==> config.mk <==
export PLATFORM = sky130hd
export DESIGN_NAME = vpw_matrix_mem
export DESIGN_NICKNAME = d
export VERILOG_FILES = /design/src/rtl/vertex_project_to_window_defines.svh /design/src/rtl/vpw_pkg.sv /design/src/rtl/vpw_matrix_mem.sv
export SDC_FILE = /design/constraint.sdc
export NUM_CORES = 1
export LEC_CHECK = 0
export BUFFER_PORTS_ARGS = -buffer_cell sky130_fd_sc_hd__buf_4
export CORE_ASPECT_RATIO = 1.5
export CORE_UTILIZATION = 45
export DETAILED_ROUTE_END_ITERATION = 8
export GPL_ROUTABILITY_DRIVEN = 0
export GPL_TIMING_DRIVEN = 0
export SYNTH_ARGS = -nofsm -noshare
export SYNTH_HDL_FRONTEND = slang
export SYNTH_SLANG_ARGS = --single-unit
==> constraint.sdc <==
create_clock -name clk_i -period 1.35 [get_ports clk_i]
set_clock_uncertainty 0.05 [all_clocks]
set_input_delay 0.135 -clock clk_i [delete_from_list [all_inputs] [get_ports clk_i]]
set_output_delay 0.135 -clock clk_i [all_outputs]
set_load 0.02 [all_outputs]
==> src/rtl/vertex_project_to_window_defines.svh <==
// assertion macros shared by the vertex projection rtl
// no dependencies; expects clk_i and rst_ni in the including module
`ifndef VERTEX_PROJECT_TO_WINDOW_DEFINES_SVH
`define VERTEX_PROJECT_TO_WINDOW_DEFINES_SVH
`ifndef NO_ASSERTIONS
`define VPW_ASSERT(name, prop) \
  name: assert property (@(posedge clk_i) disable iff (!rst_ni) prop) \
    else $error("vpw assertion failed");
`define VPW_ASSERT_ALWAYS(name, prop) \
  name: assert property (@(posedge clk_i) prop) else $error("vpw assertion failed");
`else
`define VPW_ASSERT(name, prop)
`define VPW_ASSERT_ALWAYS(name, prop)
`endif
`endif

==> src/rtl/vpw_pkg.sv <==
// types and constants of the vertex projection unit
// no dependencies
package vpw_pkg;

  localparam int DATA_W = 32;
  localparam int IDX_W  = 4;
  localparam int OP_W   = 2;
  localparam int RES_W  = 15;
  localparam int MEM_AW = 5;
  localparam int APB_AW = 3;

  typedef enum logic [OP_W-1:0] {
    OP_LOAD_MV = 2'd0,
    OP_LOAD_PR = 2'd1,
    OP_PROJECT = 2'd2
  } op_e;

  localparam logic [APB_AW-1:0] REG_RES_X = 3'd0;
  localparam logic [APB_AW-1:0] REG_RES_Y = 3'd4;
  localparam logic [RES_W-1:0]  RES_X_RST = 15'd1024;
  localparam logic [RES_W-1:0]  RES_Y_RST = 15'd768;

  typedef struct packed {
    logic                we;
    logic [MEM_AW-1:0]   addr;
    logic [DATA_W-1:0]   wdata;
  } mem_req_t;

  typedef struct packed {
    logic                start;
    logic [DATA_W-1:0]   num;
    logic [DATA_W-1:0]   den;
  } div_req_t;

endpackage

==> src/rtl/vpw_matrix_mem.sv <==
// matrix store: both 4x4 matrices in one synchronous memory, identity until written
// depends on vpw_pkg
module vpw_matrix_mem import vpw_pkg::*; #(
  parameter int FRAC_BITS = 16
) (
  input  logic              clk_i,
  input  logic              rst_ni,
  input  mem_req_t          req_i,
  input  logic [MEM_AW-1:0] rd_addr_i,
  output logic [DATA_W-1:0] rd_data_o
);

  localparam int DEPTH = 1 << MEM_AW;
  localparam logic [DATA_W-1:0] FX_ONE = DATA_W'(64'd1 << FRAC_BITS);

  logic [DATA_W-1:0] mem_q [DEPTH];
  logic [DEPTH-1:0]  valid_q;
  logic              rd_valid_q;
  logic [MEM_AW-1:0] rd_addr_q;
  logic [DATA_W-1:0] rd_raw_q;
  logic              diag;

  always_ff @(posedge clk_i) begin
    if (req_i.we) begin
      mem_q[req_i.addr] <= req_i.wdata;
    end
    rd_raw_q  <= mem_q[rd_addr_i];
    rd_addr_q <= rd_addr_i;
  end

  always_ff @(posedge clk_i or negedge rst_ni) begin
    if (!rst_ni) begin
      valid_q    <= '0;
      rd_valid_q <= 1'b0;
    end else begin
      if (req_i.we) begin
        valid_q[req_i.addr] <= 1'b1;
      end
      rd_valid_q <= valid_q[rd_addr_i];
    end
  end

  assign diag      = (rd_addr_q[3:2] == rd_addr_q[1:0]);
  assign rd_data_o = rd_valid_q ? rd_raw_q : (diag ? FX_ONE : '0);

endmodule

# After elaboration in Yosys (flattened, before gate mapping)

Memories as Yosys holds them, arrays and structs flattened. A register that Yosys moved wholly into a read port is not among the register bits.
Index checks and enable logic that the tools add are counted.

Magnitude comparators: 3
Eq/ne operators: 1
Multiplexer cells: 8
Bitwise logic cells: 1
Reduce and logical (&&, ||, !) cells: 1

Operator list:

| cell                                                        | number |
|---|---|
| 2-to-1 mux 32 bit                                           | 1 |
| bitwise OR 32 bit                                           | 1 |
| 2-to-1 mux 17 bit                                           | 1 |
| less-than comparator 5 x 6 -> 1 bit (second input constant) | 2 |
| binary-select mux 1 bit (select 5 bit)                      | 1 |
| demux 1 bit (select 5 bit)                                  | 1 |
| >= comparator 5 x 1 -> 1 bit (second input constant)        | 1 |
| 2-to-1 mux 1 bit                                            | 4 |
| == test 2 bit                                               | 1 |
| logical AND 1 bit                                           | 1 |

Register bits after elaboration: 37
Bits in writable memories: 1,024
Output and inout bits: 32
Logic and storage cells: 18
Memories kept: 1

Memory list:

| name  | depth | width | rd ports | clocked after memory_dff | wr ports | RTL line             | RTL |
|---|---|---|---|---|---|---|---|
| mem_q | 32    | 32    | 1        | 1                        | 1        | vpw_matrix_mem.sv:16 | `logic [DATA_W-1:0] mem_q [DEPTH];` |

# Logic depth before layout (Yosys ltp)

Gate-level depths: netlist of run 1.

Word-level depth: 5
Depth in mapped cells: 8
Mapped depth without buffers: 5

# Worst setup path before layout of run 1

No wires, ideal clock.

Path type: input port to flip-flop
Start: in req_i[32] in the netlist's numbering
End: mem mem_q[12][0] (enable)
Data arrival time: 2.166 ns
Data required time: 0.878 ns
Setup slack: -1.288 ns
Cell stages on the path: 3
Buffers on the path: 1
Cells stage by stage: or3b_2 > clkbuf_1 > nor2_1

RTL lines:

| element            | RTL line             | RTL |
|---|---|---|
| start: declaration | vpw_matrix_mem.sv:8  | `input mem_req_t req_i,` |
| end: declaration   | vpw_matrix_mem.sv:16 |  |

No word-level cell before the write port.

# Worst setup path after layout of run 1

Start: reg rd_addr_q[0]
End: out rd_data_o[16]

Word-level cells in the longest chain between the ends: 3

Ends and longest elaborated chain:

| element                  | RTL line             | RTL |
|---|---|---|
| start: declaration       | vpw_matrix_mem.sv:19 | `logic [MEM_AW-1:0] rd_addr_q;` |
| start signal: assignment | vpw_matrix_mem.sv:28 | `rd_addr_q <= rd_addr_i;` |
| == test 2 bit            | vpw_matrix_mem.sv:43 | `assign diag = (rd_addr_q[3:2] == rd_addr_q[1:0]);` |
| 2-to-1 mux 17 bit        | vpw_matrix_mem.sv:44 | `assign rd_data_o = rd_valid_q ? rd_raw_q : (diag ? FX_ONE : '0);` |
| 2-to-1 mux 32 bit        | vpw_matrix_mem.sv:44 |  |
| end: declaration         | vpw_matrix_mem.sv:10 | `output logic [DATA_W-1:0] rd_data_o` |

Every way passes these cells.

==> results of run 1 <==
## layout make-up
type / count / area, sq um / share of cell area, %
clock inverter: 48 / 408 / 0.811
timing repair buffer: 182 / 2060 / 4.10
multi-input combinational: 1204 / 10300 / 20.6
sequential: 1093 / 32300 / 64.2
tap: 1251 / 1570 / 3.11
buffer: 136 / 1030 / 2.05
clock buffer: 123 / 2570 / 5.12
## cell usage after synthesis, drive strengths merged
library cell / instances
edfxtp: 1024
mux2i: 528
nand2: 102
nand3: 101
a21oi: 99
a22oi: 99
buf: 92
a22o: 66
clkbuf: 45
dfxtp: 36
nor2: 34
a31oi: 33
dfrtp: 33
nor3: 33
or2: 33
and2: 32
nand3b: 5
or3b: 3
nand2b: 2
nor2b: 2
xor2: 2
o31ai: 1
or3: 1
## layer usage
layer  vias to the layer above  global-route usage (%)
met2                       695                    45.2
met4                         0                    8.05
met1                     11800                    27.5
li1                      10100                       -
met3                       179                    2.83
met5                         -                       0
## kinds of logic after synthesis
group           count (synthesis)  synth area share [%]
mux                           528                  12.5
buf+inv                       137                  2.04
xor+xnor                        2                0.0415
compound gates                298                  4.82
simple gates                  348                  3.99
flops                        1093                  76.6
## power breakdown
group / leakage (uW) / internal [uW] / switching (uW) / total [uW]
clock: 0.00146 / 14700 / 11800 / 26600
sequential: 0.00991 / 37800 / 264 / 38000
combinational: 0.00637 / 2190 / 3310 / 5500
total: 0.0177 / 54700 / 15400 / 70100
## final timing paths
check	start	endpoint	slack (ns)
min in group asynchronous	rst_ni	valid_q[10]$_DFFE_PN0P_	0.54
hold reg to reg	valid_q[21]$_DFFE_PN0P_	valid_q[21]$_DFFE_PN0P_	0.42
setup / recovery	rd_addr_q[0]$_DFF_P_	rd_data_o[16]	-0.63
max in group asynchronous	rst_ni	rd_valid_q$_DFF_PN0_	0.38
setup reg to reg	mem_q[7][26]$_DFFE_PP_	rd_raw_q[26]$_DFF_P_	-0.01
hold / removal	rd_addr_i[0]	rd_addr_q[0]$_DFF_P_	0.11
## per-stage QoR
step	cell area [sq um]	TNS, ns	hold slack, ns	setup WS, ns	total power, uW
after global routing	50300	-20.40	0.110	-0.661	72000
after detailed placement	44700	-1280.42	0.0552	-1.84	43300
final	50300	-18.31	0.114	-0.626	70100
after CTS	49900	-29.48	0.0551	-0.766	70400
after floorplan	42500	-392.75	-0.211	-0.525	41200
after global placement	44600	-1267.03	0.0412	-1.78	43100
## state kept, by name (all words and copies together), names as in the netlist
| name | count |
|---|---|
| rd_addr_q | 4 |
| mem_q | 1024 |
| rd_valid_q | 1 |
| valid_q | 32 |
| rd_raw_q | 32 |
## what timing repair did
action                                  in CTS  in global routing
buffers inserted                            52                 12
cloned                                      30                  1
endpoints found under the hold margin     1061                  0
hold buffers                                38                  0
pin swaps                                   82                 57
gates resized for setup                    223                 63
endpoints found under the setup margin    1051                277
## worst max-delay path: stages, from the launching register on
cell     delay, ns
dfxtp_1       0.33
xor2_2        0.23
o31ai_2       0.33
buf_4         0.21
==> impl_metrics.csv, run 1 <==
group,metric,value,unit
placed_design,dp_cells,3737,
yosys,synth_seq_area_share,76.6,%
detailed_routing,drt-met1-wl,41.9,mm
global_routing,grt_max_degree,34,
global_routing,grt_usage,23.8,%
detailed_routing,highest_layer,"met4",
floorplan,die_y,377,um
timing,maxSlewViolCount,0,
yosys,yosysUniqueCellTypes,28,
yosys,ys.warnings.count,0,
placed_design,dp_hpwl,67.3,mm
setup_path,end_kind,"output pin",
clock_network,h-tree-depth,3,
floorplan,die_x,252,um
detailed_routing,drtIter0Drc,1887,
floorplan,num_rows,137,
clock_network,clockBufferDepth,3,
clock_network,cts_root_buf,"clkbuf_16",
global_routing,antenna_found_initial,2,
setup_path,worstRegToRegCells,5,
floorplan,coreArea,0.0929,sq mm
worst_hold_path,holdPathStages,2,
timing,fin_crit_sh,146,%
global_routing,grt_pass1_vias,23500,
clock_network,numClockSinks,1093,
detailed_routing,wl_met3,5.41,mm
timing,max_freq,506,MHz
placed_design,io_buffer_count,76,
layout,finalNetCount,2757,
timing,setup_violations,37,
detailed_routing,wl_met2,61.8,mm
layout,layout_common_cells,"edfxtp_1, mux2i_1, nand2_1, clkbuf_16",
detailed_routing,ant_nets,0,
timing,postLayoutSetupSlackWorst,-0.626,ns
detailed_routing,drc,0,
detailed_routing,wl,113,mm
global_routing,grt-ovfl-total,0,
setup_path,critical_path_required,1.16,ns
floorplan,die_area,0.0950,sq mm
timing,hold_viol,0,
layout,final_common_cell,"edfxtp_1",
setup_path,critPathLaunchType,"register",
yosys,synth_seq_cells,1093,
yosys,netlist_instances,2406,
power_and_ir_drop,power.leakage,0.0177,uW
power_and_ir_drop,cellPowerDensity,1390,mW/mm^2
clock_network,clk_pin_slew_worst_paths,0.07,ns
yosys,syn-num-nets,2451,
yosys,syn_area_per_cell,17.5,sq um
layout,fillers,7381,
timing,grt_setup_unrepaired,"yes",
setup_path,crit_fanout,1,
run,maxCapViolations,0,
detailed_routing,firstDrtPassIters,5,
outcome,violations,"negative setup slack",
layout,fin_cells,4037,
layout,drive_above_1_share,22.1,%
timing,max_slew_margin,38.8,%
yosys,synth_top_area_share,72.9,%
setup_path,critPathKind,"register to output pin",
clock_network,cts_buffers,95,
layout,antennaDiodeCount,0,
yosys,yosysTopAreaCell,"edfxtp_1",
setup_path,arrival,1.79,ns
yosys,synth_area_leaders,"edfxtp_1, mux2i_1, dfrtp_1",
timing,worst_pin_slew,0.918,ns
clock_network,clock_latency,0.69,ns
detailed_routing,wl_per_cell,27.9,um
yosys,syn-cell-area,0.0422,sq mm
layout,utilization,54.1,%
floorplan,io_pins,77,
layout,area_growth,19.2,%
detailed_routing,routed_via_density,5.62,
outcome,status,"finished with violations",
global_routing,grt_pass1_wl,160,mm
floorplan,start_util,45.4,%
power_and_ir_drop,vdd_drop_max,0.000998,V
timing,min_period,1.98,ns
clock_network,cts_tree,"built",
worst_hold_path,hold_class,"input pin to register",
detailed_routing,num_vias,22700,
Power figures use the tool's default switching activity.
==> inputs of run 2 (changes only) <==
ABC_CLOCK_PERIOD_IN_PS = 1350   (was unset)
CTS_BUF_LIST = sky130_fd_sc_hd__clkbuf_4 sky130_fd_sc_hd__clkbuf_8   (was unset)
PLACE_DENSITY = 0.62   (was unset)
==> run 2 against run 1 <==
Critical endpoint unchanged. Sequential power barely moved. The flow finishes with violations (negative hold slack, negative setup slack). Wire length is 3.1% higher. Critical path type unchanged. Combinational power down 4.0%.
==> impl_metrics.csv, run 2 (synthesized netlist as in run 1, its figures left out) <==
group,metric,value,unit
setup_path,crit_fanout,4,
worst_hold_path,hp-start,"req_i[35]",
floorplan,die_area,0.0950,sq mm
setup_path,slowest_stage,"dfrtp_2",
global_routing,antenna_found_initial,2,
floorplan,num_rows,137,
timing,grt_setup_unrepaired,"yes",
timing,max_freq,455,MHz
detailed_routing,wl_per_cell,27.8,um
power_and_ir_drop,power.leakage,0.0180,uW
layout,area_growth,20.2,%
layout,top_regs,"mem_q x1024, rd_raw_q x32, valid_q x32",
power_and_ir_drop,cellPowerDensity,1370,mW/mm^2
timing,setup_violations,148,
power_and_ir_drop,power.total,69600,uW
clock_network,numClockSinks,1093,
layout,final_common_cell,"edfxtp_1",
timing,hold_viol,30,
layout,multi_input_area,0.0103,sq mm
setup_path,critical_path_required,1.16,ns
timing,postLayoutSetupSlackWorst,-0.849,ns
layout,finalNetCount,2841,
clock_network,cts_root_buf,"clkbuf_8",
setup_path,max_stage_delay,0.51,ns
timing,fin_crit_sh,163,%
floorplan,die_y,377,um
floorplan,start_util,45.4,%
global_routing,grt_pass1_vias,23600,
timing,max_slew_margin,25.7,%
setup_path,critPathKind,"register to output pin",
placed_design,io_buffer_count,76,
outcome,status,"finished with violations",
setup_path,critPathLaunchType,"register",
layout,utilization,54.5,%
layout,ff_latch_area,0.0323,sq mm
detailed_routing,routed_via_density,5.61,
floorplan,io_pins,77,
clock_network,cts_buffers,155,
global_routing,grt-ovfl-total,0,
setup_path,crit_start,"rd_valid_q$_DFF_PN0_",
global_routing,grt_usage,23.5,%
outcome,violations,"negative hold slack, negative setup slack",
setup_path,worst-path-buf-inv,3,
layout,drive_above_1_share,24.3,%
layout,fillers,7399,
detailed_routing,wl,116,mm
setup_path,cpLargestDelayFamily,"flip-flops",
clock_network,clk_pin_slew_worst_paths,0.07,ns
layout,largest_register_ffs,1024,
floorplan,coreArea,0.0929,sq mm
worst_hold_path,hold_class,"input pin to register",
layout,layout_common_cells,"edfxtp_1, mux2i_1, clkbuf_8",
setup_path,cpMostUsedCell,"buf_6",
timing,tns,-31.62,ns
setup_path,end_kind,"output pin",
power_and_ir_drop,vdd_drop_max,0.000989,V
layout,largest_register,"mem_q",
timing,maxSlewViolCount,0,
run,maxCapViolations,0,
floorplan,die_x,252,um
detailed_routing,firstDrtPassIters,5,
timing,min_period,2.20,ns
detailed_routing,num_vias,23400,
timing,worst_pin_slew,1.11,ns
detailed_routing,ant_nets,0,
clock_network,clockBufferDepth,3,
setup_path,arrival,2.01,ns
global_routing,grt_max_degree,34,
setup_path,r2r_start,"mem_q[7][5]$_DFFE_PP_",
placed_design,dp_hpwl,65.9,mm
clock_network,h-tree-depth,4,
timing,whs,-0.0729,ns
global_routing,grt_pass1_wl,157,mm
detailed_routing,drc,0,
clock_network,cts_tree,"built",
clock_network,clock_latency,0.86,ns
detailed_routing,drtIter0Drc,2027,
setup_path,cp_cell_sequence,"buf_6 -> buf_6 -> o31ai_4 -> buf_6",
run 2: cell types whose count changed in the layout (fill, tap and decap cells not counted), moves of 10 or more:
cell       previous run  this run
clkinv_1             16        31
clkbuf_16           101         3
and2_4               31        11
buf_12               29        54
clkbuf_2             26        16
and2_1                1        21
clkbuf_8              6       178
clkinv_2             20         7
buf_4                97       115
buf_6                59        34
clkbuf_4              7        51
run 2: area by class of cell:
class,instances,area share (%)
buffer,137,1.93
timing repair buffer,204,4.69
antenna,1,0.00494
clock inverter,55,0.714
tap,1251,3.09
clock buffer,225,5.52
sequential,1093,63.7
multi-input combinational,1205,20.3
run 2: path summary, 6_finish.rpt:
| kind | endpoint | slack (ns) | cells past startpoint |
|---|---|---|---|
| worst max-delay path | rd_data_o[16] | -0.85 | 4 |
| worst min-delay path | mem_q[5][29]$_DFFE_PP_ | -0.07 | 3 |
| worst max register to register | rd_raw_q[5]$_DFF_P_ | -0.04 | 5 |
| worst min register to register | valid_q[16]$_DFFE_PN0P_ | 0.42 | 1 |
| max in group asynchronous | rd_valid_q$_DFF_PN0_ | 0.56 | 3 |
| min in group asynchronous | valid_q[8]$_DFFE_PN0P_ | 0.35 | 3 |
run 2: where the power goes:
part	switching, uW	internal, uW	total, uW	leakage, uW
logic	3260	2020	5280	0.00640
clock network	12300	13900	26300	0.00165
registers	256	37800	38000	0.00991
total	15900	53700	69600	0.0180
run 2: timing repair:
item,in CTS,in global routing
setup buffers,16,63
endpoints found under the setup margin,880,951
hold buffers,44,1
endpoints found under the hold margin,1203,31
gates resized for setup,152,61
gates cloned,15,15
pin swaps,54,69
run 2: worst register-to-register path: cells and delay by family (launching register included):
family,cells,cell delay [ns]
AND/OR/NAND/NOR,2,0.24
AO/OA/AOI/OAI,2,0.44
multiplexers,1,0.14
flip-flops,1,0.37
run 2: metrics by stage:
stage	instance area [sq um]	instances	worst slack, ns
after global placement	44600	3733	-1.84
final	50700	4171	-0.849
after global routing	50700	4171	-0.897
after CTS	49300	4090	-0.913
after floorplan	42500	2406	-0.525
after detailed placement	44700	3735	-1.92
run 2: routing by layer:
layer | global-route usage, % | routed length, um
met1 | 26.5 | 41500
met2 | 43.8 | 63200
met3 | 3.97 | 6480
met4 | 9.27 | 4890
met5 | 0 | 0
