`src/rtl/vertex_project_to_window_defines.svh`:
```
// assertion macros shared by the vertex projection rtl
// no dependencies; expects clk_i and rst_ni in the including module
`ifndef VERTEX_PROJECT_TO_WINDOW_DEFINES_SVH
`define VERTEX_PROJECT_TO_WINDOW_DEFINES_SVH
`ifndef NO_ASSERTIONS
`define VPW_ASSERT(name, prop) \
  name: assert property (@(posedge clk_i) disable iff (!rst_ni) prop) \
    else $error("vpw assertion failed");
`define VPW_ASSERT_ALWAYS(name, prop) \
  name: assert property (@(posedge clk_i) prop) else $error("vpw assertion failed");
`else
`define VPW_ASSERT(name, prop)
`define VPW_ASSERT_ALWAYS(name, prop)
`endif
`endif

```
`src/rtl/vpw_pkg.sv`:
```
// types and constants of the vertex projection unit
// no dependencies
package vpw_pkg;

  localparam int DATA_W = 32;
  localparam int IDX_W  = 4;
  localparam int OP_W   = 2;
  localparam int RES_W  = 15;
  localparam int MEM_AW = 5;
  localparam int APB_AW = 3;

  typedef enum logic [OP_W-1:0] {
    OP_LOAD_MV = 2'd0,
    OP_LOAD_PR = 2'd1,
    OP_PROJECT = 2'd2
  } op_e;

  localparam logic [APB_AW-1:0] REG_RES_X = 3'd0;
  localparam logic [APB_AW-1:0] REG_RES_Y = 3'd4;
  localparam logic [RES_W-1:0]  RES_X_RST = 15'd1024;
  localparam logic [RES_W-1:0]  RES_Y_RST = 15'd768;

  typedef struct packed {
    logic                we;
    logic [MEM_AW-1:0]   addr;
    logic [DATA_W-1:0]   wdata;
  } mem_req_t;

  typedef struct packed {
    logic                start;
    logic [DATA_W-1:0]   num;
    logic [DATA_W-1:0]   den;
  } div_req_t;

endpackage

```
`src/rtl/vpw_divider.sv`:
```
// serial restoring divider: round(num * 2^frac / den), ties away from zero, saturated
// depends on vpw_pkg and the assertion macros
`include "vertex_project_to_window_defines.svh"
module vpw_divider import vpw_pkg::*; #(
  parameter int FRAC_BITS = 16
) (
  input  logic              clk_i,
  input  logic              rst_ni,
  input  div_req_t          req_i,
  output logic              done_o,
  output logic [DATA_W-1:0] quo_o
);

  localparam int DW = DATA_W + 1 + FRAC_BITS;
  localparam int CW = $clog2(DW + 1);
  localparam logic [1:0] D_IDLE = 2'd0;
  localparam logic [1:0] D_RUN  = 2'd1;
  localparam logic [1:0] D_FIN  = 2'd2;
  localparam logic [DW-1:0] Q_POS_MAX = DW'(32'h7FFF_FFFF);
  localparam logic [DW-1:0] Q_NEG_MAX = DW'(32'h8000_0000);

  logic [1:0]        state_q, state_d;
  logic [CW-1:0]     cnt_q, cnt_d;
  logic [DW-1:0]     dvd_q, dvd_d;
  logic [DATA_W-1:0] ad_q, ad_d;
  logic [DATA_W-1:0] rem_q, rem_d;
  logic              neg_q, neg_d;
  logic              done_q, done_d;
  logic [DATA_W-1:0] quo_q, quo_d;
  logic [DATA_W-1:0] an_abs, ad_abs;
  logic [DATA_W:0]   rem_sh;
  logic              ge;

  always_comb begin
    an_abs  = req_i.num[DATA_W-1] ? (~req_i.num + 1'b1) : req_i.num;
    ad_abs  = req_i.den[DATA_W-1] ? (~req_i.den + 1'b1) : req_i.den;
    rem_sh  = {rem_q, dvd_q[DW-1]};
    ge      = rem_sh >= {1'b0, ad_q};
    state_d = state_q;
    cnt_d   = cnt_q;
    dvd_d   = dvd_q;
    ad_d    = ad_q;
    rem_d   = rem_q;
    neg_d   = neg_q;
    done_d  = 1'b0;
    quo_d   = quo_q;
    unique case (state_q)
      D_IDLE: begin
        if (req_i.start) begin
          dvd_d   = (DW'(an_abs) << FRAC_BITS) + DW'(ad_abs >> 1);
          ad_d    = ad_abs;
          rem_d   = '0;
          neg_d   = req_i.num[DATA_W-1] ^ req_i.den[DATA_W-1];
          cnt_d   = CW'(DW);
          state_d = D_RUN;
        end
      end
      D_RUN: begin
        rem_d = ge ? DATA_W'(rem_sh - {1'b0, ad_q}) : rem_sh[DATA_W-1:0];
        dvd_d = {dvd_q[DW-2:0], ge};
        cnt_d = cnt_q - 1'b1;
        if (cnt_q == CW'(1)) begin
          state_d = D_FIN;
        end
      end
      D_FIN: begin
        if (neg_q) begin
          quo_d = (dvd_q > Q_NEG_MAX) ? 32'h8000_0000 : (~dvd_q[DATA_W-1:0] + 1'b1);
        end else begin
          quo_d = (dvd_q > Q_POS_MAX) ? 32'h7FFF_FFFF : dvd_q[DATA_W-1:0];
        end
        done_d  = 1'b1;
        state_d = D_IDLE;
      end
      default: state_d = D_IDLE;
    endcase
  end

  always_ff @(posedge clk_i or negedge rst_ni) begin
    if (!rst_ni) begin
      state_q <= D_IDLE;
      cnt_q   <= '0;
      done_q  <= 1'b0;
    end else begin
      state_q <= state_d;
      cnt_q   <= cnt_d;
      done_q  <= done_d;
    end
  end

  always_ff @(posedge clk_i) begin
    dvd_q <= dvd_d;
    ad_q  <= ad_d;
    rem_q <= rem_d;
    neg_q <= neg_d;
    quo_q <= quo_d;
  end

  assign done_o = done_q;
  assign quo_o  = quo_q;

  `VPW_ASSERT_ALWAYS(a_done_pulse, done_o |=> !done_o)
  `VPW_ASSERT(a_start_idle, req_i.start |-> state_q == D_IDLE)
  `VPW_ASSERT(a_run_ends, (state_q == D_RUN && cnt_q == CW'(1)) |=> state_q == D_FIN)

endmodule

```
`config.mk`:
```
export PLATFORM = sky130hd
export DESIGN_NAME = vpw_divider
export DESIGN_NICKNAME = d
export VERILOG_FILES = /design/src/rtl/vpw_pkg.sv /design/src/rtl/vpw_divider.sv
export VERILOG_INCLUDE_DIRS = /design/src /design/src/rtl
export SDC_FILE = /design/constraint.sdc
export NUM_CORES = 1
export LEC_CHECK = 0
export ABC_AREA = 1
export BUFFER_PORTS_ARGS = -buffer_cell sky130_fd_sc_hd__buf_2
export CAP_MARGIN = 0
export CORE_MARGIN = 2
export CORE_UTILIZATION = 58
export CTS_CLUSTER_DIAMETER = 80
export DETAILED_ROUTE_END_ITERATION = 10
export MAX_ROUTING_LAYER = met4
export PLACE_DENSITY = 0.77
export RECOVER_POWER = 100
export SETUP_SLACK_MARGIN = 0.05
export SLEW_MARGIN = 20
export SYNTH_ARGS = -nofsm -noshare
export SYNTH_HDL_FRONTEND = slang
export SYNTH_SLANG_ARGS = --single-unit
export TNS_END_PERCENT = 100
```
`constraint.sdc`:
```
create_clock -name clk_i -period 4.8 [get_ports clk_i]
set_input_delay 0.96 -clock clk_i [delete_from_list [all_inputs] [get_ports clk_i]]
set_output_delay 0.96 -clock clk_i [all_outputs]
set_load 0.01 [all_outputs]
```
# == Word level (Yosys, flattened, before mapping) ==
# Cells that the tools add are included.
# op_classes
n_mux,16
n_shift,0
bitwise,4
mul,0
magnitude_cmp,3
div_mod_pow,0
eq_ne,5
reduce_logical,5
n_addsub,6
# op_table
op,n
32-bit two-way mux,7
49-bit case mux with 2 select lines,1
32-bit by 1-bit adder with 32-bit output (second input constant),3
32-bit inverter,3
32-bit case mux with 2 select lines,1
48-bit by 31-bit adder with 49-bit output,1
49-bit by 31-bit > comparator with 1-bit output (second input constant),1
49-bit by 32-bit > comparator with 1-bit output (second input constant),1
49-bit two-way mux,1
33-bit by 32-bit >= comparator with 1-bit output,1
32-bit subtractor,1
6-bit case mux with 2 select lines,1
6-bit by 1-bit equality test with 1-bit output (second input constant),1
6-bit two-way mux,1
2-bit AND reduction,3
6-bit by 1-bit subtractor with 6-bit output (second input constant),1
2-bit two-way mux,2
2-bit != test (second input constant),2
2-bit case mux with 2 select lines,1
2-bit by 1-bit equality test with 1-bit output (second input constant),1
2-bit equality test (second input constant),1
2-bit logical NOT,1
2-bit nonzero test,1
1-bit two-way mux,1
1-bit XOR,1
# totals
in_bits,67
mem_bits_rw,0
ff_bits,155
elab_cells,47
romBits,0
memories,0
out_inout_bits,33
latch_bits,0

# == Longest topological paths before layout ==
# Gate-level depths: netlist (run 1).
# logic_depth
word_depth,6
depth_mapped,30
ltp_nobuf,30

# == Worst setup path before layout (run 1) ==
# No wires, ideal clock.
# synth_timing
kind,input port to flip-flop
startpoint,input req_i[64] (netlist name)
endpoint,register dvd_q[0] (enable)
required_time_ns,4.364
stages,4
path_buffers,0
setup_ns,0.436
path_slack_ns,0.051
t_arrival_ns,4.313
path_cell_list,nand2_1 nor2_1 nor2_1 inv_1
# synth_via
elab_chain_len,2
# synth_lines
element,line_no,source
from (decl),vpw_divider.sv:9,"input div_req_t req_i,"
2-bit != test (no line),--,
2-bit AND reduction (no line),--,
to (signal assigned),vpw_divider.sv:92,dvd_q <= dvd_d;
to (decl),vpw_divider.sv:24,"logic [DW-1:0] dvd_q, dvd_d;"
# No other way between the ends.
# A chain may end at the register's enable or synchronous reset.

# == Worst setup path in the final report (run 1) ==
# layout_timing
startpoint,register state_q[0]
endpoint,register dvd_q[29] (enable)
# layout_via
elab_chain_len,3
elab_cells_between_ends,5
classes_between,2 x eq/ne; 3 x reduce/logical
# layout_lines
element,line_no,source
from (decl),vpw_divider.sv:22,"logic [1:0] state_q, state_d;"
from (signal assigned),vpw_divider.sv:85,state_q <= state_d;
2-bit by 1-bit equality test with 1-bit output / 2-bit logical NOT (equally long branches),vpw_divider.sv:47,unique case (state_q)
2-bit nonzero test (no line) / 2-bit != test (equally long branches),--,
2-bit AND reduction (no line) (*),--,
# Mark *: on every way between the ends. The rest lies on a longest branch, timed or not.

==> run summary, run 1 <==
Synthesis warning total -> 0
Crit share post-route -> 90.7%
Avg Inst Size Synth -> 7.99 sq um
Initial Utilization -> 59.0%
RSZ-0062 raised after global routing -> false
Die W -> 147 um
Register area share after synthesis -> 38.6%
Top Metal Used -> met4
Pwr/cell area -> 588 mW/mm^2
Clock sinks -> 155
Area grow syn2layout -> 9.50%
Drt pass-1 iters -> 5
Total Routing Usage GR -> 31.0%
Setup tns final -> 0 ns
Post-synth net total -> 1617
Logic pwr share -> 47.0%
Routed WL -> 32.2 mm
Clock power frac -> 18.0%
Post-DP HPWL -> 24.7 mm
Minimum clock period -> 4.35 ns
Most common cell after layout, fill and taps aside -> nand2_1
Wire length on met2 -> 14.2 mm
Inserted Diodes -> 0
Overflow left after global routing -> 0
Root buffer cell -> clkbuf_16
Avg Vias per Cell -> 5.75
Leak -> 5.58 nW
DRT antenna net count -> 0
Routability Congestion -> 0.965
Row count -> 52
Fraction of layout cells with a size suffix above 1 -> 10.8%
Skew final -> 0.00913 ns
Fmax -> 230 MHz
Max-cap viol count -> 4
Port Buffers -> 99
Crit path kind -> register to register
Die Height -> 147 um
Final instance area -> 0.0131 sq mm
Sw Pwr -> 0.00336 W
Max Transition Viols Final -> 191
Failing checks -> capacitance limit, slew limit
Worst-case clock buffer depth -> 2
Nets -> 1707
Relative slew slack -> -68.2%
Final Util -> 64.6%
First-pass GRT wire length -> 51.5 mm
Antenna violations before repair -> 0
# fillers -> 1807
Hold crit path type -> input port to async pin
Cell Area, Synth -> 0.0119 sq mm
Final Hold Fails -> 0
Core area -> 0.0202 sq mm
Final setup viols -> 0
Switching Share -> 43.7%
Seq pwr share -> 35.0%
H-tree depth -> 4
Flops & latches, synth -> 155
Skew-Pair Late Insertion Delay -> 0.43 ns
Die area -> 0.0218 sq mm
Total CTS buffers -> 17
I/O Pins -> 100
CTS tree -> yes
CP max FO -> 82
Reg clk slew, reported paths -> 0.07 ns
Placed Area -> 0.0127 sq mm
Smallest setup slack after layout -> 0.448 ns
Met1 Wirelength -> 14.7 mm
Int Power -> 0.00433 W
VDD IR max -> 0.728 mV
Crit path required time -> 4.89 ns
Iter 0 DRT Violations -> 1149
Vias -> 10.7k
Yosys cell types -> 56
Hold Buf Count CTS -> 0
Worst EP arrival -> 4.44 ns
Critical Path Start Type -> register
Met3 wire len -> 2.76 mm
CTS-repair resized insts -> 0
Vias in the first global route -> 10.0k
Drt drc -> 0
Routed wire length per instance -> 17.2 um
Outcome -> finished, violations left
Worst-Margin Slew -> 2.52 ns
CP Capture Type -> register
Postcts setup bufs -> 0
Post-Syn Instances -> 1495
Pin count of the biggest net entering global routing -> 83
Most frequent cells in the layout -> nand2_1, inv_1, edfxtp_1
Placement Setup Slack -> 0.248 ns
==> worst paths after layout <==
kind                                  from   endpoint  slack (ns)  cells after the start
worst max-delay path            state_q[0]  dvd_q[29]        0.45                      6
min in group clk_i                cnt_q[5]   cnt_q[5]        0.50                      1
max in group asynchronous           rst_ni   cnt_q[4]        4.01                      1
worst max register to register  state_q[0]  dvd_q[29]        0.45                      6
worst min register to register    cnt_q[5]   cnt_q[5]        0.50                      1
worst min-delay path                rst_ni   cnt_q[5]        0.45                      1
==> state kept, by name (all words and copies together), names as in the netlist <==
name and cells:
rem_q 32, cnt_q 6, dvd_q 49, done_o 1
neg_q 1, quo_o 32, ad_q 32, state_q 2
==> per-layer routing <==
metal | up-vias | GRT usage [%]
met5 | - | -
met4 | 0 | 8.56
met3 | 38 | 3.77
met2 | 511 | 46.5
met1 | 4929 | 44.9
li1 | 5258 | -
==> synth_stat cells, drive strengths merged <==
cell / n / area share, %
nand2: 331 / 11
xor2: 72 / 5.4
a21oi: 84 / 3.6
edfxtp: 146 / 37
ha: 53 / 5.6
and2: 1 / 0.052
a21o: 6 / 0.38
o21bai: 1 / 0.063
o211ai: 4 / 0.25
o41ai: 1 / 0.073
nor3: 28 / 1.4
buf: 16 / 0.72
nor2: 163 / 5.9
nand3: 92 / 4.3
o21ai: 133 / 5.7
a31oi: 5 / 0.26
o31ai: 3 / 0.19
a21boi: 3 / 0.19
inv: 182 / 5.7
o22a: 1 / 0.073
o22ai: 3 / 0.16
dfrtp: 9 / 1.9
o21a: 5 / 0.31
nand3b: 7 / 0.44
xnor2: 41 / 3.0
mux2i: 1 / 0.084
nand2b: 1 / 0.052
a221oi: 2 / 0.15
o221ai: 17 / 2.0
clkbuf: 24 / 0.76
a211oi: 3 / 0.19
or2: 6 / 0.31
nand4: 35 / 1.9
nor4: 14 / 0.79
fa: 2 / 0.34
==> cells by family (layout without fill, tap and decap cells) <==
| group | count (synthesis) | count (layout) | share of synthesized area (%) |
|---|---|---|---|
| buffers and inverters | 222 | 325 | 7.21 |
| AO/OA/AOI/OAI | 271 | 271 | 13.6 |
| XOR/XNOR | 113 | 113 | 8.45 |
| adder cells (fa/ha/maj) | 55 | 55 | 5.89 |
| multiplexers | 1 | 1 | 0.0838 |
| AND/OR/NAND/NOR | 678 | 678 | 26.1 |
| flip-flops | 155 | 155 | 38.6 |
==> metrics by stage <==
step / power (W) / instances / hold slack [ns]
4_1_cts: 0.00768 / 1868 / 0.362
5_1_grt: 0.00822 / 1868 / 0.500
3_5_place_dp: 0.00627 / 1836 / 0.496
2_1_floorplan: 0.00530 / 1495 / 0.446
3_3_place_gp: 0.00617 / 1836 / 0.461
6_report: 0.00768 / 1868 / 0.454
==> worst max-delay path: stages (launching register included) <==
cell	delay, ns
dfrtp_1	0.42
nand2_1	0.08
clkbuf_1	1.78
inv_2	0.92
nor2_1	0.37
inv_2	0.06
buf_8	0.26
==> final cells by class <==
class / count / area (sq um) / share of cell area (%)
flip-flops and latches: 155 / 4610 / 35.3
repair buffers: 111 / 533 / 4.08
clock inverters: 12 / 146 / 1.12
well taps: 270 / 338 / 2.58
clock buffers: 20 / 437 / 3.34
multi-input cells: 1118 / 6330 / 48.4
inverters: 182 / 683 / 5.22
==> power groups by stage <==
stage | Combinational (W) | Clock, W | Sequential (W)
6_report | 0.00361 | 0.00138 | 0.00269
5_1_grt | 0.00405 | 0.00143 | 0.00274
4_1_cts | 0.00362 | 0.00139 | 0.00267
3_5_place_dp | 0.00357 | 0 | 0.00269
3_3_place_gp | 0.00349 | 0 | 0.00268
2_1_floorplan | 0.00275 | 0 | 0.00256
No activity file was read; power rests on OpenSTA's default activity.
==> run 2, diff against run 1 <==
- ABC_AREA: 1 -> unset
- SKIP_CTS_REPAIR_TIMING: unset -> 1
==> run summary, run 2 <==
Worst EP arrival -> 5.33 ns (was 4.44 ns)
Reg clk slew, reported paths -> 0.07 ns (about the same)
CP Capture Type -> register (unchanged)
Routability Congestion -> 0.919 (was 0.965)
Fraction of layout cells with a size suffix above 1 -> 19.4% (was 10.8%)
Register area share after synthesis -> 40.8% (was 38.6%)
Failing checks -> capacitance limit, slew limit, setup timing (was capacitance limit, slew limit)
H-tree depth -> 4 (unchanged)
Crit path required time -> 4.95 ns (was 4.89 ns)
Largest reg by FF count -> dvd_q (unchanged)
Worst-case clock buffer depth -> 2 (unchanged)
RSZ-0062 raised after global routing -> true (was false)
Core area -> 0.0193 sq mm (was 0.0202 sq mm)
Post-Syn Instances -> 1211 (was 1495)
Die Height -> 144 um (was 147 um)
CTS tree -> yes (unchanged)
Routed wire length per instance -> 17.4 um (was 17.2 um)
Drt drc -> 0 (unchanged)
Asr flop ratio synth -> 5.81% (unchanged)
Routed WL -> 29.2 mm (was 32.2 mm)
VDD IR max -> 0.259 mV (was 0.728 mV)
Die W -> 144 um (was 147 um)
Most common cell after layout, fill and taps aside -> edfxtp_1 (was nand2_1)
Drt pass-1 iters -> 5 (unchanged)
Crit path largest cell delay -> 0.45 ns (was 1.78 ns)
Outcome -> finished, violations left (unchanged)
Post-synth net total -> 1333 (was 1617)
Placement Setup Slack -> -0.789 ns (was 0.248 ns)
Total CTS buffers -> 17 (unchanged)
Overflow left after global routing -> 0 (unchanged)
Hold crit path type -> input port to async pin (unchanged)
Clock sinks -> 155 (unchanged)
DP Cell Count -> 1636 (was 1836)
Crit share post-route -> 108% (was 90.7%)
Minimum clock period -> 5.19 ns (was 4.35 ns)
Met3 track demand over resource -> 4.60% (was 3.77%)
Top-area cell type share of the netlist area -> 38.8% (was 36.7%)
Row count -> 51 (was 52)
Final Hold Fails -> 0 (unchanged)
DRT antenna net count -> 0 (unchanged)
Final Util -> 70.5% (was 64.6%)
CP max FO -> 5 (was 82)
Pin count of the biggest net entering global routing -> 93 (was 83)
Leak -> 5.36 nW (was 5.58 nW)
Nets -> 1520 (was 1707)
Die area -> 0.0206 sq mm (was 0.0218 sq mm)
Final Hold Slack -> 0.449 ns (was 0.454 ns)
Cell Area, Synth -> 0.0113 sq mm (was 0.0119 sq mm)
Top FF cell, synth -> edfxtp_1 (unchanged)
Largest register FFs -> 49 (unchanged)
Skew final -> 0.0132 ns (was 0.00913 ns)
Dominant cells by area after synthesis -> edfxtp_1, xnor2_1, ha_1 (was edfxtp_1, nand2_1, ha_1)
Max Transition Viols Final -> 142 (was 191)
Layout Cells excl Fill -> 1676 (was 1868)
Initial Utilization -> 58.6% (was 59.0%)
Most frequent cell after synthesis -> edfxtp_1 (was nand2_1)
Root buffer cell -> clkbuf_16 (unchanged)
GR peak layer -> met2 (unchanged)
Avg Vias per Cell -> 6.09 (was 5.75)
Vias in the first global route -> 9057 (was 10.0k)
Inserted Diodes -> 0 (unchanged)
Vias -> 10.2k (was 10.7k)
Iter 0 DRT Violations -> 948 (was 1149)
Number of synthesized flops with an enable pin -> 146 (unchanged)
Antenna violations before repair -> 0 (unchanged)
Skew-Pair Late Insertion Delay -> 0.44 ns (was 0.43 ns)
Pwr/cell area -> 531 mW/mm^2 (was 588 mW/mm^2)
Met1 GRT Util -> 40.3% (was 44.9%)
Worst-Margin Slew -> 2.39 ns (was 2.52 ns)
Max-cap viol count -> 4 (unchanged)
GRT met2 Usage -> 43.5% (was 46.5%)
Fmax -> 193 MHz (was 230 MHz)
Synth area leader -> edfxtp_1 (unchanged)
Relative slew slack -> -59.4% (was -68.2%)
Most frequent cells in the layout -> edfxtp_1, nand2_1, nor2_1 (was nand2_1, inv_1, edfxtp_1)
Flops & latches, synth -> 155 (unchanged)
Smallest setup slack after layout -> -0.387 ns (was 0.448 ns)
Critical Path Start Type -> input port (was register)
Slowest CP cell -> or4_4 (was clkbuf_1)
Port Buffers -> 99 (unchanged)
Synthesis warning total -> 0 (unchanged)
First-pass GRT wire length -> 45.6 mm (was 51.5 mm)
Avg Inst Size Synth -> 9.33 sq um (was 7.99 sq um)
Commonest cells in the netlist -> edfxtp_1, nand2_1, nor2_1 (was nand2_1, inv_1, edfxtp_1)
Cell-by-cell trace of the critical path -> buf_8 > nor4_4 > nand2b_1 > or4_4 > or3_4 > or2_1 > or3_4 > buf_4 > nand2_4 > xnor2_2 > ha_2 > o21a_1 > nor2_1 > nor4_1 > o21ai_1 > o2bb2ai_2 > nor4b_4 > buf_4 > xnor2_2 > a21oi_1 (was nand2_1 > clkbuf_1 > inv_2 > nor2_1 > inv_2 > buf_8)
I/O Pins -> 100 (unchanged)
Total Routing Usage GR -> 28.9% (was 31.0%)
Area grow syn2layout -> 20.3% (was 9.50%)
Crit path kind -> input port to register (was register to register)
Post-DP HPWL -> 21.5 mm (was 24.7 mm)
Yosys cell types -> 79 (was 56)
Final setup viols -> 20 (was 0)
-- run 2: power breakdown --
part / total (W) / switching, W / leakage [nW] / internal (W)
Sequential: 0.00262 / 0.000460 / 1.55 / 0.00216
Combinational: 0.00321 / 0.00185 / 3.50 / 0.00136
Clock: 0.00138 / 0.000562 / 0.306 / 0.000822
-- run 2: final cells by class --
class | instances | area, sq um
clock buffer | 23 | 554
fill | 1484 | 5680
timing repair buffer | 212 | 1300
clock inverter | 9 | 70.1
tap | 265 | 332
sequential | 155 | 4610
multi-input combinational | 936 | 6440
inverter | 76 | 285
-- run 2: cell families (layout without fill, tap and decap cells) --
kind of cell             Yosys count  after routing  synth area share (%)
AND/OR/NAND/NOR                  431            431                  19.3
AO/OA/AOI/OAI                    305            305                  17.8
XOR/XNOR                         113            113                  8.76
multiplexers                      32             32                  3.01
adder cells (fa/ha/maj)           55             55                  6.23
buffers and inverters            120            320                  4.05
flip-flops                       155            155                  40.8
-- run 2: final timing paths --
path | start | end | slack (ns) | depth (start not counted)
worst min register to register | cnt_q[5] | cnt_q[5] | 0.51 | 1
worst min-delay path | rst_ni | cnt_q[5] | 0.45 | 1
min in group clk_i | cnt_q[5] | cnt_q[5] | 0.51 | 1
worst max register to register | dvd_q[0] | quo_o[26] | 0.51 | 10
worst max-delay path | req_i[6] | dvd_q[39] | -0.39 | 20
max in group asynchronous | rst_ni | cnt_q[3] | 4.04 | 1
-- run 2: layer usage --
layer	wire, um	part of all wire (%)	vias up
li1	-	-	4880
met1	13300	45	4812
met2	13300	46	467
met3	1980	6.8	52
met4	661	2.3	0
met5	0	0	-
-- run 2: stage by stage --
stage | cell area (sq um) | setup TNS [ns] | power (W)
2_1_floorplan | 11400 | -3.79 | 0.00476
3_3_place_gp | 12800 | -12.03 | 0.00558
3_5_place_dp | 12800 | -13.68 | 0.00569
4_1_cts | 13500 | -4.61 | 0.00710
5_1_grt | 13600 | -7.80 | 0.00766
6_report | 13600 | -5.34 | 0.00721
-- run 2: worst max-delay path: cells and delay by family --
kind	cells	cell delay, ns
xor+xnor	2	0.20
fa+ha+maj	1	0.33
simple gates	10	2.83
buf+inv	3	0.46
compound gates	4	0.55
==> run 3, diff against run 2 <==
- CORE_MARGIN: 2 -> unset
==> run summary, run 3 (synthesis gave the netlist of run 2 again) <==
Hold crit path type -> input port to async pin (unchanged)
Largest reg by FF count -> dvd_q (unchanged)
Sw Pwr -> 0.00295 W (was 0.00287 W)
Final setup viols -> 19 (was 20)
Pwr/cell area -> 531 mW/mm^2 (about the same)
Crit share post-route -> 107% (was 108%)
Final Hold Fails -> 0 (unchanged)
Row count -> 50 (was 51)
Clock power frac -> 19.0% (was 19.2%)
Seq pwr share -> 35.8% (was 36.3%)
Logic pwr share -> 45.2% (was 44.5%)
Switching Share -> 40.4% (was 39.8%)
Delay-heaviest family, CP -> simple AND/OR/NAND/NOR gates (unchanged)
Die Height -> 142 um (was 144 um)
Routed WL -> 30.9 mm (was 29.2 mm)
Port Buffers -> 99 (unchanged)
Smallest setup slack after layout -> -0.347 ns (was -0.387 ns)
Int Power -> 0.00434 W (about the same)
Root buffer cell -> clkbuf_16 (unchanged)
I/O Pins -> 100 (unchanged)
Met3 track demand over resource -> 4.49% (was 4.60%)
Overflow left after global routing -> 0 (unchanged)
Crit path largest cell delay -> 0.53 ns (was 0.45 ns)
DRT antenna net count -> 0 (unchanged)
Critical Path Start Type -> input port (unchanged)
CP max FO -> 5 (unchanged)
Minimum clock period -> 5.15 ns (was 5.19 ns)
Placement Setup Slack -> -0.794 ns (was -0.789 ns)
Overall power -> 0.00729 W (was 0.00721 W)
Worst-case clock buffer depth -> 2 (unchanged)
Die W -> 142 um (was 144 um)
Outcome -> finished, violations left (unchanged)
Cell-by-cell trace of the critical path -> buf_2 > nor3_4 > nand3b_1 > or4_4 > or3_4 > or2_1 > or3_4 > or3_4 > o31ai_4 > xnor2_2 > ha_4 > a21o_1 > a2111oi_4 > o2bb2ai_2 > nor4b_4 > buf_4 > xnor2_1 > a21oi_1 (was buf_8 > nor4_4 > nand2b_1 > or4_4 > or3_4 > or2_1 > or3_4 > buf_4 > nand2_4 > xnor2_2 > ha_2 > o21a_1 > nor2_1 > nor4_1 > o21ai_1 > o2bb2ai_2 > nor4b_4 > buf_4 > xnor2_2 > a21oi_1)
Worst-Margin Slew -> 2.16 ns (was 2.39 ns)
Skew final -> 0.0129 ns (was 0.0132 ns)
Iter 0 DRT Violations -> 1384 (was 948)
Setup crit start -> req_i[3] (was req_i[6])
Drt pass-1 iters -> 6 (was 5)
Routed wire length per instance -> 18.5 um (was 17.4 um)
Inserted Diodes -> 0 (unchanged)
Clock sinks -> 155 (unchanged)
Met1 GRT Util -> 42.6% (was 40.3%)
Setup tns final -> -4.60 ns (was -5.34 ns)
Fraction of layout cells with a size suffix above 1 -> 22.8% (was 19.4%)
H-tree depth -> 4 (unchanged)
Crit path required time -> 4.94 ns (was 4.95 ns)
Worst EP arrival -> 5.29 ns (was 5.33 ns)
Pin count of the biggest net entering global routing -> 93 (unchanged)
Total Routing Usage GR -> 31.2% (was 28.9%)
Leak -> 5.47 nW (was 5.36 nW)
Post-DP HPWL -> 21.3 mm (was 21.5 mm)
Skew-Pair Late Insertion Delay -> 0.45 ns (was 0.44 ns)
Vias -> 10.4k (was 10.2k)
First-pass GRT wire length -> 47.5 mm (was 45.6 mm)
Routability Congestion -> 0.935 (was 0.919)
Most common cell after layout, fill and taps aside -> edfxtp_1 (unchanged)
Most frequent CP cell -> or3_4
GRT met2 Usage -> 47.7% (was 43.5%)
Vias in the first global route -> 9282 (was 9057)
Area grow syn2layout -> 21.5% (was 20.3%)
Most frequent cells in the layout -> edfxtp_1, nand2_1, nor2_1 (unchanged)
VDD IR max -> 0.303 mV (was 0.259 mV)
Initial Utilization -> 59.8% (was 58.6%)
Reg clk slew, reported paths -> 0.06 ns (was 0.07 ns)
Fmax -> 194 MHz (was 193 MHz)
Largest register FFs -> 49 (unchanged)
CP bufs+invs -> 2 (was 3)
Max-cap viol count -> 3 (was 4)
CTS tree -> yes (unchanged)
# fillers -> 1378 (was 1484)
Nets -> 1519 (was 1520)
Slowest CP cell -> or4_4 (unchanged)
CP Capture Type -> register (unchanged)
Crit path kind -> input port to register (unchanged)
Core area -> 0.0189 sq mm (was 0.0193 sq mm)
FF/Latch Area -> 0.00461 sq mm (unchanged)
Failing checks -> capacitance limit, slew limit, setup timing (unchanged)
Die area -> 0.0200 sq mm (was 0.0206 sq mm)
Relative slew slack -> -44.1% (was -59.4%)
Avg Vias per Cell -> 6.21 (was 6.09)
RSZ-0062 raised after global routing -> true (unchanged)
GR peak layer -> met2 (unchanged)
Drt drc -> 0 (unchanged)
Max Transition Viols Final -> 106 (was 142)
FF-to-FF Start -> dvd_q[0] (unchanged)
Antenna violations before repair -> 0 (unchanged)
Total CTS buffers -> 17 (unchanged)
Multi-input logic area -> 0.00656 sq mm (was 0.00644 sq mm)
run 3: cell count changes in the layout (fill, tap and decap cells not counted), moves of 4 or more:
cell       before  now
buf_2          61   95
buf_4         102  106
clkbuf_16      22   17
clkbuf_1       45    7
run 3: layer usage:
layer  part of all wire [%]  vias up
li1                       -     4876
met1                     43     4906
met2                     46      514
met3                    7.4       75
met4                    3.1        0
met5                      0        -
run 3: power by group through the flow:
stage / Sequential [W] / Combinational, W / Clock [W]
2_1_floorplan: 0.00241 / 0.00235 / 0
3_3_place_gp: 0.00258 / 0.00297 / 0
3_5_place_dp: 0.00260 / 0.00309 / 0
4_1_cts: 0.00259 / 0.00312 / 0.00139
5_1_grt: 0.00267 / 0.00359 / 0.00144
6_report: 0.00261 / 0.00329 / 0.00139
run 3: layout make-up:
cell class	count	area share, %
multi-input combinational	936	47.8
sequential	155	33.6
timing repair buffer	211	9.75
clock buffer	18	3.13
tap	260	2.37
inverter	76	2.08
clock inverter	14	1.27
run 3: final timing paths:
check | endpoint | slack (ns) | cells after the start
setup / recovery | dvd_q[39] | -0.35 | 18
hold / removal | cnt_q[2] | 0.46 | 1
setup reg to reg | quo_o[14] | 0.60 | 10
hold reg to reg | cnt_q[5] | 0.51 | 1
max in group asynchronous | done_o | 4.00 | 1
min in group clk_i | cnt_q[5] | 0.51 | 1
run 3: worst register-to-register path: stages, from the launching register on:
cell	delay, ns
edfxtp_1	0.41
inv_1	0.20
ha_1	0.24
nor3b_1	0.31
nand2_1	0.20
nor4_1	0.49
nand4_1	0.25
o41ai_1	0.38
buf_4	0.21
nand3_1	0.48
o311ai_0	0.74
run 3: per-stage QoR:
step / util [%] / area [sq um] / std cells / hold WS (ns)
2_1_floorplan: - / 11400 / 1211 / 0.458
3_3_place_gp: 67.7 / 12800 / 1624 / 0.477
3_5_place_dp: 67.7 / 12800 / 1624 / 0.491
4_1_cts: 70.9 / 13400 / 1656 / 0.361
5_1_grt: 72.6 / 13700 / 1670 / 0.498
6_report: 72.6 / 13700 / 1670 / 0.460
